===== config.mk =====
export PLATFORM = sky130hd
export DESIGN_NAME = oets_cell
export DESIGN_NICKNAME = d
export VERILOG_FILES = /design/src/design/oets_pkg.sv /design/src/design/oets_cell.sv
export SDC_FILE = /design/constraint.sdc
export NUM_CORES = 1
export LEC_CHECK = 0
export BUFFER_PORTS_ARGS = -buffer_cell sky130_fd_sc_hd__buf_2
export CAP_MARGIN = 10
export CORE_ASPECT_RATIO = 2
export CORE_MARGIN = 8
export CORE_UTILIZATION = 30
export CTS_CLUSTER_SIZE = 16
export DETAILED_ROUTE_END_ITERATION = 6
export PLACE_DENSITY = 0.64
export SETUP_SLACK_MARGIN = 0.1
export SLEW_MARGIN = 20
export SYNTH_ARGS = -nofsm -noshare
export SYNTH_HDL_FRONTEND = slang
export SYNTH_SLANG_ARGS = --single-unit
export TNS_END_PERCENT = 100

===== constraint.sdc =====
create_clock -name clock -period 3.2 [get_ports clock]
set_clock_uncertainty 0.1 [all_clocks]
set_input_delay 0.48 -clock clock [delete_from_list [all_inputs] [get_ports clock]]
set_output_delay 0.48 -clock clock [all_outputs]
set_load 0.01 [all_outputs]

===== src/design/oets_pkg.sv =====
// Shared types and defaults for the odd-even transposition sorter.
// No dependencies; imported by the cell and the top level.
package oets_pkg;

   localparam int DEFAULT_MAX_ELEMENTS = 64;
   localparam int DEFAULT_DATA_WIDTH   = 32;

   // Operation applied by every cell of the chain in a given cycle.
   typedef enum logic [1:0] {
      CELL_HOLD,
      CELL_SHIFT_IN,
      CELL_SORT,
      CELL_SHIFT_OUT
   } cell_op_type;

   typedef struct packed {
      cell_op_type op;
      logic        odd_phase;
   } cell_ctrl_type;

   typedef enum logic [1:0] {
      ST_LOAD,
      ST_SORT,
      ST_EMIT
   } sorter_state_type;

endpackage


===== src/design/oets_cell.sv =====
// One storage cell of the sorting chain: holds one element and swaps with its right neighbor.
// Depends on oets_pkg for the cell control struct.
module oets_cell import oets_pkg::*; #(
   parameter int DATA_WIDTH = DEFAULT_DATA_WIDTH,
   parameter int CNT_W      = 7,
   parameter int CELL_INDEX = 0
) (
   input  logic                         clock,
   input  cell_ctrl_type                ctrl,
   input  logic [CNT_W-1:0]             count,
   input  logic signed [DATA_WIDTH-1:0] data_left,
   input  logic signed [DATA_WIDTH-1:0] data_right,
   input  logic                         swap_in,
   output logic signed [DATA_WIDTH-1:0] value,
   output logic                         swap_out
);

   localparam logic [CNT_W-1:0] PAIR_END = CNT_W'(CELL_INDEX + 1);
   localparam logic             IS_ODD   = 1'(CELL_INDEX % 2);

   logic signed [DATA_WIDTH-1:0] value_ff;
   logic signed [DATA_WIDTH-1:0] value_in;
   logic                         pair_active;

   // This cell leads a pair when its parity matches the phase and the partner holds data.
   assign pair_active = (IS_ODD == ctrl.odd_phase) && (PAIR_END < count);
   assign swap_out    = (ctrl.op == CELL_SORT) && pair_active && (value_ff > data_right);

   always_comb begin
      value_in = value_ff;
      unique case (ctrl.op)
         CELL_HOLD: begin
            value_in = value_ff;
         end
         CELL_SHIFT_IN: begin
            value_in = data_left;
         end
         CELL_SORT: begin
            if (swap_out) begin
               value_in = data_right;
            end else if (swap_in) begin
               value_in = data_left;
            end
         end
         CELL_SHIFT_OUT: begin
            value_in = data_right;
         end
         default: begin
            value_in = value_ff;
         end
      endcase
   end

   always_ff @(posedge clock) begin
      value_ff <= value_in;
   end

   assign value = value_ff;

endmodule


Word-level counts from Yosys, hierarchy flattened

Index checks and enable logic that the tools add are counted.

Input port bits: 76
Output and inout bits: 33
Flip-flop bits (word level): 32

Order comparisons: 2
Reduce and logical (&&, ||, !) cells: 5
Bitwise logic cells: 2
Muxes and demuxes: 3
Equal/unequal tests: 4

Operator list:

| kind                                                       | count |
|---|---|
| one-hot mux 32 bit (3 select lines)                        | 1 |
| two-way mux 32 bit                                         | 2 |
| greater-than comparator 32 bit                             | 1 |
| less-than comparator 1 x 7 -> 1 bit (first input constant) | 1 |
| == test 2 bit (second input constant)                      | 2 |
| logical AND 1 bit                                          | 3 |
| inequality test 3 bit (second input constant)              | 1 |
| == test 2 x 1 -> 1 bit (second input constant)             | 1 |
| zero test 2 bit                                            | 1 |
| inverter 1 bit                                             | 2 |
| AND reduction 2 bit                                        | 1 |

Logic depth before layout (Yosys ltp)

Depth in word-level cells: 6
Gate-level depth with buffers: 10
Gate-level depth less buffers: 9

Worst setup path before layout

Ideal clock, no wire load.

Path type: in2reg
Start: input data_right[31]
End: register value_ff[0], in the netlist value[0], enable pin
Arrival: 2.814 ns
Setup time: 0.392 ns
Path buffers: 0
Stages: 9
Path slack: -0.106 ns
Data required time: 2.708 ns
Cells stage by stage: inv_1 -> ha_1 -> and4_1 -> nand4_2 -> nor4_4 -> o41a_1 -> nor2_1 -> xor2_1 -> a221o_1

Longest elaborated chain between the ends: 4

Ends and longest elaborated chain:

| what                            | line            | source |
|---|---|---|
| start, declared                 | oets_cell.sv:12 | `input logic signed [DATA_WIDTH-1:0] data_right,` |
| greater-than comparator 32 bit  | oets_cell.sv:27 | `assign swap_out = (ctrl.op == CELL_SORT) && pair_active && (value_ff > data_right);` |
| logical AND 1 bit               | oets_cell.sv:27 |  |
| inequality test 3 bit (no line) | n/a             |  |
| AND reduction 2 bit (no line)   | n/a             |  |
| end signal, assigned            | oets_cell.sv:55 | `value_ff <= value_in;` |
| end, declared                   | oets_cell.sv:21 | `logic signed [DATA_WIDTH-1:0] value_ff;` |

Every way passes these cells.
A chain may end at the register's enable or synchronous reset.

Worst setup path in the final report

Start: register value_ff[25], in the netlist value[25]
End: register value_ff[12], in the netlist value[12], data pin

Longest elaborated chain between the ends: 4

Ends and longest elaborated chain:

| what                                | line            | source |
|---|---|---|
| greater-than comparator 32 bit      | oets_cell.sv:27 |  |
| logical AND 1 bit                   | oets_cell.sv:27 |  |
| two-way mux 32 bit                  | oets_cell.sv:39 | `if (swap_out) begin` |
| one-hot mux 32 bit (3 select lines) | oets_cell.sv:31 | `unique case (ctrl.op)` |
| via value_in[12]                    | oets_cell.sv:22 | `logic signed [DATA_WIDTH-1:0] value_in;` |

The timed path passes the listed nets, and every way through them passes these cells.

==> out/qor.txt <==
Fraction of layout cells with a size suffix above 1: 56.1%
Vias in the first global route: 2,299
Setup slack after placement: -0.179 ns
All-Layer GR Usage: 11.9%
Final hold vios: 0
Fillers: 771
Nets: 427
Critical Path Slowest Stage Cell: or4b_4
Pin slew with the least headroom to its limit: 0.272 ns
Worst setup path end: value[12]$_DFFE_PP_
Full die area: 11,400 µm²
Final setup viols: 0
Max clock buf depth: 2
Root Buffer Master: clkbuf_16
I/O pin cnt: 109
Remaining Overflow, GRT: 0
1st-iter DRT viols: 53
Die height: 143 µm
Critical Path AT: 3.09 ns
Drt first pass iters: 4
Cts hold-fix bufs: 0
Final Wtd Congestion: 0.771
Worst r2r src: value[25]$_DFFE_PP_
Cell Chain, Critical Path: ha_4, a21o_1, a221o_1, a221oi_2, o21ai_2, or4b_4, nand4_4, buf_12, clkbuf_16, mux2_4
CP Buf/Inv Count: 2
Max-cap violation count: 0
Netlist cell types: 32
#FFs+latches synth: 32
Ys Warns: 0
Yosys top cell by area: edfxtp_1
Htree depth: 2
WP depth: 10
Sequential area share after synthesis: 39.6%
Max-slew violation count: 0
Skew-Pair Late Insertion Delay: 0.27 ns
Setup ws final: 0.0382 ns
Worst Hold Class: input port to flip-flop
Worst rel slew slack: 81.8%
CTS tree: yes
Row count: 46
Synthesized area: 2430 µm²
Critical Path Start Type: flip-flop
DRC viols: 0
R2R cell count: 10
Critical path required time: 3.12 ns
Worst R2R End: value[12]$_DFFE_PP_
Peak supply drop: 0.000286 V
Die width: 79.6 µm
Clk sink count: 32
Reg2reg setup slack: 0.04 ns
Core region area: 7890 µm²
Synthesized Nets: 298
PwrDens: 409 nW/µm²
Critical path class: flip-flop to flip-flop
Crit path from: value[25]$_DFFE_PP_
Number of diodes: 0
Critical Path Max Stage Delay: 0.53 ns
CP Max Fanout: 5
Fin crit period: 3.16 ns
Starting Density: 30.8%
Inserted Clock Buffers: 5
Wire per inst: 16.4 µm
Placed wire-length estimate: 5440 µm
Syn_area_per_cell: 12.8 µm²
Layout area overhead: 45.1%
Total power: 1440 µW
Port Buf Inserts: 107
Detailed-route vias per instance: 4.68
Top cells by area, synth: edfxtp_1 40%, mux2_4 19%, ha_1 17%
RSZ-0062 raised after global routing: true
Vias: 1,944
Delay-heaviest family, CP: compound AO/OA/AOI/OAI gates
Initial antenna violation count: 0
Non-Filler Instances: 415
First-pass GRT wire length: 10,400 µm
Largest net degree at the start of global routing: 23
Cells after Synth: 190
Clk slew on worst S/H paths: 0.05 ns
Fin util: 44.7%
ANT nets after route: 0
Drt total wl: 6810 µm
Final period util: 98.8%
Synth top area share: 39.6%
Leak pwr: 0.00177 µW
Max FFs per register: 32
Status: complete, no violations
Number of placed cells counting well taps: 400
Max Fclk: 316 MHz
CP endpoint kind: flip-flop
-- synth_stat cells --
master / n
a21boi_0: 1
and2_1: 1
a21oi_1: 11
nand4_1: 6
nor4_4: 1
o41a_1: 1
or4_1: 2
a221o_1: 2
a21o_1: 4
o211ai_1: 1
mux2_4: 30
nand2_1: 6
o21ai_1: 1
nand4_4: 1
edfxtp_1: 32
o21ai_0: 2
a211oi_1: 1
or4b_4: 1
nor2_1: 1
a31oi_2: 1
inv_1: 34
nor2b_1: 1
and4_1: 2
nor3_1: 2
nand4_2: 1
buf_12: 3
a221oi_2: 1
nand3_1: 4
xor2_1: 1
and2_0: 1
mux2_1: 2
ha_1: 32
-- cell usage in the layout, fill, tap and decap left out, drive strengths merged --
cell type,count
or4,2
a211oi,1
and4,2
o21ai,3
nor2b,1
ha,32
nand4,8
buf,122
a31oi,1
nand3,4
nand2,6
nor3,2
and2,2
a21boi,1
o41a,1
or4b,1
nor2,1
nor4,1
a21oi,11
mux2,32
a21o,4
edfxtp,32
inv,34
o211ai,1
a221oi,1
clkinv,1
xor2,1
clkbuf,9
a221o,2
-- where the power goes --
group          internal [µW]  switching, µW  leakage [µW]
Combinational            248            204       0.00139
Sequential               518           24.8      0.000321
Clock                    282            163     0.0000667
-- cell type report --
cell class | count | area (µm²) | area share [%]
Clock buffer | 6 | 129 | 3.66
Clock inverter | 1 | 5.00 | 0.142
Inverter | 34 | 128 | 3.62
Multi-Input combinational cell | 121 | 1360 | 38.7
Sequential cell | 32 | 961 | 27.3
Tap cell | 96 | 120 | 3.41
Timing Repair Buffer | 125 | 817 | 23.2
-- worst register-to-register path: stages, from the launching register on --
cell and delay, ns:
edfxtp_1 0.43, ha_4 0.24, a21o_1 0.17, a221o_1 0.34, a221oi_2 0.30, o21ai_2 0.11, or4b_4 0.53, nand4_4 0.10
buf_12 0.15, clkbuf_16 0.15, mux2_4 0.30
-- worst min path at each step --
stage | to | startpoint | cells after the start | slack, ns
floorplan | value[21]$_DFFE_PP_ | data_left[21] | 1 | 0.58
global placement | value[21]$_DFFE_PP_ | data_left[21] | 2 | 0.66
detailed placement | value[3]$_DFFE_PP_ | data_left[3] | 2 | 0.68
CTS | value[25]$_DFFE_PP_ | data_left[25] | 2 | 0.39
global route | value[2]$_DFFE_PP_ | data_left[2] | 2 | 0.40
finish | value[25]$_DFFE_PP_ | data_left[25] | 2 | 0.41
-- through the flow --
stage	hold slack [ns]	instance area (µm²)	setup TNS, ns
6_report	0.405	3520	0
5_1_grt	0.395	3520	-0.920
4_1_cts	0.393	3380	0
3_5_place_dp	0.683	3160	-4.35
3_3_place_gp	0.664	3160	-3.83
2_1_floorplan	0.581	2440	0
-- metal layers --
layer / track usage (%) / vias to the layer above / wire length (µm)
met5: 0 / - / 0
li1: - / 962 / -
met1: 10.6 / 901 / 2330
met4: 5.70 / 0 / 114
met2: 22.5 / 72 / 3850
met3: 4.03 / 9 / 513
-- cells by family (layout without fill, tap and decap cells) --
family                     after synthesis  after routing  synth area share, %
adders and majority gates               32             32                 16.5
AOI/OAI and AO/OA                       26             26                 7.48
xor gates and xnor gates                 1              1                0.361
DFF                                     32             32                 39.6
muxes                                   32             32                 19.5
and+or+nand+nor                         30             30                 8.82
buffers and inverters                   37            166                 7.74
-- timing repair --
action	in CTS	in global routing
gates resized for setup	3	14
hold endpoints to repair	0	0
buffers inserted	2	3
setup endpoints to repair	33	65
pin swaps	8	8
cloned	1	3
No activity file was read; power rests on OpenSTA's default activity.
